$ cat src/design/psd_pkg.sv
// ----------------------------------------------------------------------------
// psd_pkg
// shared constants and control types for the point-to-segment distance block
// ----------------------------------------------------------------------------
package psd_pkg;

  // default geometry of the block
  localparam int COORD_BITS_DEF = 12;
  localparam int FRAC_BITS_DEF  = 16;

  // fixed result field widths
  localparam int DIST_W = 41;
  localparam int PROJ_W = 17;

  // control that travels alongside each transaction
  typedef struct packed {
    logic valid;
    logic degen;     // endpoints coincide
    logic clamp_lo;  // projection at or before the start point
    logic clamp_hi;  // projection at or beyond the end point
  } psd_ctrl_t;

endpackage

$ cat src/design/psd_div_cell.sv
// ----------------------------------------------------------------------------
// psd_div_cell
// one restoring-division cell: adds one quotient bit and passes the
// transaction on to the next cell
// ----------------------------------------------------------------------------
module psd_div_cell #(
  parameter int FRAC_BITS = psd_pkg::FRAC_BITS_DEF,
  parameter int DW        = 13,
  parameter int L2W       = 26
) (
  input  logic                  clk,
  input  logic                  rst_n,
  input  psd_pkg::psd_ctrl_t    ctrl_i,
  input  logic [L2W-1:0]        rem_i,
  input  logic [FRAC_BITS-1:0]  quo_i,
  input  logic [L2W-1:0]        l2_i,
  input  logic [L2W-1:0]        dsq_i,
  input  logic signed [DW-1:0]  dx_i,
  input  logic signed [DW-1:0]  dy_i,
  input  logic signed [DW-1:0]  apx_i,
  input  logic signed [DW-1:0]  apy_i,
  output psd_pkg::psd_ctrl_t    ctrl_o,
  output logic [L2W-1:0]        rem_o,
  output logic [FRAC_BITS-1:0]  quo_o,
  output logic [L2W-1:0]        l2_o,
  output logic [L2W-1:0]        dsq_o,
  output logic signed [DW-1:0]  dx_o,
  output logic signed [DW-1:0]  dy_o,
  output logic signed [DW-1:0]  apx_o,
  output logic signed [DW-1:0]  apy_o
);

  psd_pkg::psd_ctrl_t    ctrl_r;
  logic [L2W-1:0]        rem_r, rem_nxt;
  logic [FRAC_BITS-1:0]  quo_r, quo_nxt;
  logic [L2W-1:0]        l2_r, dsq_r;
  logic signed [DW-1:0]  dx_r, dy_r, apx_r, apy_r;
  logic [L2W:0]          rem2, diff;
  logic                  ge;

  // shift remainder, trial subtract
  always_comb begin
    rem2    = {rem_i, 1'b0};
    diff    = rem2 - {1'b0, l2_i};
    ge      = (rem2 >= {1'b0, l2_i});
    rem_nxt = ge ? diff[L2W-1:0] : rem2[L2W-1:0];
    quo_nxt = {quo_i[FRAC_BITS-2:0], ge};
  end

  // control register
  always_ff @(posedge clk) begin
    if (!rst_n) begin
      ctrl_r <= '0;
    end else begin
      ctrl_r <= ctrl_i;
    end
  end

  // payload registers
  always_ff @(posedge clk) begin
    rem_r <= rem_nxt;
    quo_r <= quo_nxt;
    l2_r  <= l2_i;
    dsq_r <= dsq_i;
    dx_r  <= dx_i;
    dy_r  <= dy_i;
    apx_r <= apx_i;
    apy_r <= apy_i;
  end

  assign ctrl_o = ctrl_r;
  assign rem_o  = rem_r;
  assign quo_o  = quo_r;
  assign l2_o   = l2_r;
  assign dsq_o  = dsq_r;
  assign dx_o   = dx_r;
  assign dy_o   = dy_r;
  assign apx_o  = apx_r;
  assign apy_o  = apy_r;

endmodule

$ cat config.mk
export PLATFORM = sky130hd
export DESIGN_NAME = psd_div_cell
export DESIGN_NICKNAME = d
export VERILOG_FILES = /design/src/design/psd_pkg.sv /design/src/design/psd_div_cell.sv
export SDC_FILE = /design/constraint.sdc
export NUM_CORES = 1
export LEC_CHECK = 0
export ABC_AREA = 0
export BUFFER_PORTS_ARGS = -buffer_cell sky130_fd_sc_hd__buf_2
export CORE_MARGIN = 2
export CORE_UTILIZATION = 29
export DETAILED_ROUTE_END_ITERATION = 7
export PLACE_DENSITY = 0.65
export REMOVE_ABC_BUFFERS = 1
export SLEW_MARGIN = 40
export SYNTH_ARGS = -nofsm -noshare
export SYNTH_HDL_FRONTEND = slang
export SYNTH_SLANG_ARGS = --single-unit
export TNS_END_PERCENT = 1
$ cat constraint.sdc
create_clock -name clk -period 3.6 [get_ports clk]
set_input_delay 0.18 -clock clk [delete_from_list [all_inputs] [get_ports clk]]
set_output_delay 0.18 -clock clk [all_outputs]
set_load 0.03 [all_outputs]
After elaboration in Yosys (flattened, before gate mapping)
Cells that the tools add are included.

Add/sub/neg operators: 1. $lt $le $gt $ge: 1. Multiplexer cells: 1.

Operators by type and width (number): 27-bit by 26-bit >= comparator with 1-bit output (1); 26-bit 2-to-1 mux (1); 26-bit subtractor (1).

Register bits: 150. Input bits: 152. Logic and storage cells: 16.

Logic depth before layout (Yosys ltp)
Depth in word-level cells: 2. Depth in mapped cells: 12.

Worst setup path before layout
No wires, ideal clock.

Path type: input to register. From: input port l2_i[1]. To: register rem_r[10], in the netlist rem_o[10]. Library setup time: 0.121 ns. Arrival: 2.416 ns. Required time: 3.479 ns. Path slack: 1.063 ns. Stages on the path: 12. Path through: inv_1 > ha_1 > nor2b_1 > o2111ai_1 > and2_4 > buf_6 > o2111a_1 > o31a_4 > o21a_4 > inv_6 > buf_12 > mux2_4.

Longest elaborated chain between the ends: 2.

RTL lines: from (decl) (RTL line psd_div_cell.sv:16) `input logic [L2W-1:0] l2_i,`; 26-bit subtractor or 27-bit by 26-bit >= comparator with 1-bit output (tied branches) (RTL line psd_div_cell.sv:44, psd_div_cell.sv:45); 26-bit 2-to-1 mux * (RTL line psd_div_cell.sv:46) `rem_nxt = ge ? diff[L2W-1:0] : rem2[L2W-1:0];`; named net rem_nxt[10] (RTL line psd_div_cell.sv:34) `logic [L2W-1:0] rem_r, rem_nxt;`; to (signal assigned) (RTL line psd_div_cell.sv:61) `rem_r <= rem_nxt;`; to (decl) (RTL line psd_div_cell.sv:34).

Mark *: on every way through the listed nets, which the timed path passes. The rest lies on a longest branch. A chain may end at the register's enable or synchronous reset.

Worst setup path in the final report
From: input port rem_i[7]. To: register rem_r[2], in the netlist rem_o[2].

Longest elaborated chain between the ends: 2.

RTL lines: from (decl) (RTL line psd_div_cell.sv:14) `input logic [L2W-1:0] rem_i,`; 27-bit by 26-bit >= comparator with 1-bit output (RTL line psd_div_cell.sv:45) `ge = (rem2 >= {1'b0, l2_i});`; 26-bit 2-to-1 mux (RTL line psd_div_cell.sv:46); named net rem_nxt[2] (RTL line psd_div_cell.sv:34).

The timed path passes the listed nets, and every way through them passes these cells.

==> impl_results.md <==
* Inserted Clock Buffers at 17
* RSZ-0062 raised after global routing: no
* Global-route wire length before repair at approximately 24000 µm
* Slew @ Worst Pin at about 0.55 ns
* Leakage power at around 4.3 nW
* Slew headroom at between 60% and 70%
* Worst Path Arrival at roughly 3.5 ns
* Largest net degree at the start of global routing at 22
* Most common cell in the netlist: dfxtp_1
* Post-layout nets at ~1100
* Drt first pass iters at 4
* Final Hold Viols at 0
* Root buffer selected by CTS: clkbuf_16
* Routed WL at 16240 µm
* Fmax at 314.9 MHz
* Cells along the critical path: dlygate4sd3_1 -> buf_2 -> ha_1 -> nand2_1 -> o21ai_0 -> nand3_1 -> o2111a_1 -> o31a_4 -> o21a_4 -> inv_6 -> mux2_2
* Width of the die at 135.3 µm
* PortBufs at 300
* Yosys warns at 0
* CTS tree: done
* Top cells by count, synth: dfxtp_1 (150), inv_1 (32), a21oi_1 (30)
* Sw Ratio at 30.46%
* Die Height at roughly 140 µm
* Synth area leaders: dfxtp_1 (60%), ha_1 (6.5%), mux2_4 (5.7%)
* Critical path's top delay family: compound AO/OA/AOI/OAI gates
* Die ar. at about 0.018 mm²
* GP Congestion at about 0.84
* Share of layout cells above drive strength 1 at approximately two fifths
* Vias in the first global route at between 4000 and 5000
* Grt ovf at 0
* Post-CTS Setup Inserts at 0
* Syn Area/Cell at 11.80 µm²
* Cell Int Power at 3.152 mW
* Post-route minimum period at approximately 3.2 ns
* Synth Flop Type: dfxtp_1
* Placed Instances at around 940
* CP Launch Type: input port
* ANT cells at 0
* Crit path largest cell delay at approximately 0.57 ns
* Outcome: complete, no violations
* Setup violations, final at 0
* Synth Cell Area at between 0.005 and 0.006 mm²
* Post-synthesis sequential area ratio at between 60% and 70%
* Worst Slack Setup Final at roughly 0.42 ns
* DR iter-0 viols at around 190
* Initial Utilization at 29.33%
* Worst endpoint required time at about 3.9 ns
* Maximum vdd drop at between 0.0003 and 0.0004 V
* Total Neg Setup Slack at 0 ns
* Synth-to-layout area growth at 74.74%
* Tcrit/Tclk final at ~90%
* Crit-path slowest cell: dlygate4sd3_1
* Number of H-tree levels at 4
* Core area at 0.01706 mm²
* DRT antenna net count at 0
* P_sw at 1.381 mW
* Post-synth EDFFs at 0
* P per Cell Area at 518.6 mW/mm²
* CP Class: input port to flop
* Share of power burned in registers at a little over 40%
* Row count at 48
* Pre-CTS setup slack at 0.6696 ns
* Fin cells at ~1100
* Post-synth ARST share at 0%
* DR WL/cell at between 10 and 15 µm
* I/O pins at a little over 300
* DRC Markers at 0
* CP endpoint kind: flop
* Buffer and inverter count on the worst path at 3
* #FFs+latches synth at 150
* Clk slew on worst S/H paths at 0.06 ns
* Hold/Removal Path Class: input port to flop
* DP HPWL at 10760 µm
* Clock power share at 36.7%
* Util after Layout at around 51%
* Initial antenna violation count at 0
* Routed via count at roughly 4800
* GRT Util Overall at around 17%
* Vias per Instance at ~4.3
* Synth area leader: dfxtp_1
* Maximum fanout along the worst path at 21
* Total of max-cap violations at 0
* Post-Syn Instances at roughly 420
* Num Clock Sinks at 150
* Synth cell types at 47
* Combinational Power Share at a little under a quarter
* Clk buf depth at 2
* Top cell type's share of synthesized area at between 60% and 70%
* Final Max Tran Viols at 0
final timing paths:
| path | from | to | depth (start not counted) |
|---|---|---|---|
| setup / recovery | rem_i[7] | rem_o[2]$_DFF_P_ | 11 |
| hold / removal | rst_n | ctrl_o[3]$_SDFF_PN0_ | 2 |
placed cells by master, fill, tap and decap left out, types with 17 or more instances in the layout:
master         Yosys  final
nor2_1            18     18
mux2_4            19     19
nand2_1           27     27
buf_2              0    300
ha_1              26     26
clkbuf_16          0     17
a21oi_1           30     30
dfxtp_1          150    150
dlygate4sd3_1      0    145
inv_1             32     32
metal layers:
metal,wire length (µm),vias up,track usage (%),share of wire [%]
li1,-,2374,-,-
met4,464,0,7.639,2.9
met2,8708,197,33.14,54
met5,0,-,0,0
met1,5950,2185,17.16,37
met3,1113,36,4.639,6.9
stage by stage:
step	hold WS [ns]	cell area (µm²)	power, mW
after floorplan	0.2077	4932	2.469
after global placement	0.2823	6723	2.759
after detailed placement	0.2836	6723	2.766
after CTS	0.0007817	8741	4.574
after global routing	0.01268	8741	4.743
final	0.02800	8741	4.533
area by class of cell:
| class | instances | area [µm²] |
|---|---|---|
| Multi-Input combinational cell | 233 | 1800 |
| Clock inverter | 14 | 137.6 |
| Fill cell | 1453 | 8315 |
| Sequential cell | 150 | 3003 |
| Clock buffer | 18 | 429.2 |
| Tap cell | 225 | 281.5 |
| Timing Repair Buffer | 446 | 2960 |
| Inverter | 33 | 128.9 |
registers in the layout (all words and copies together) (netlist names):
name    flops
dsq_o      26
ctrl_o      4
rem_o      26
dx_o       13
apx_o      13
l2_o       26
dy_o       13
quo_o      16
apy_o      13
kinds of logic (layout without fill, tap and decap cells):
kind of cell	Yosys count	after routing	synth area share (%)
fa+ha+maj	27	27	6.903
buf+inv	41	511	3.977
xor+xnor	20	20	3.502
flops	150	150	60.03
mux	21	21	6.153
simple gates	78	78	7.504
compound gates	87	87	11.93
repair_timing:
item	in CTS	in global routing
resized for setup	0	0
hold endpoints to repair	142	0
hold buffers	145	0
power groups by stage:
stage / registers [mW] / logic (mW) / clock network, mW
after floorplan: 2.15 / 0.323 / 0
after global placement: 1.86 / 0.900 / 0
after detailed placement: 1.86 / 0.905 / 0
after CTS: 1.83 / 1.03 / 1.72
after global routing: 1.84 / 1.11 / 1.79
final: 1.83 / 1.04 / 1.67
No activity file was read; power rests on OpenSTA's default activity.
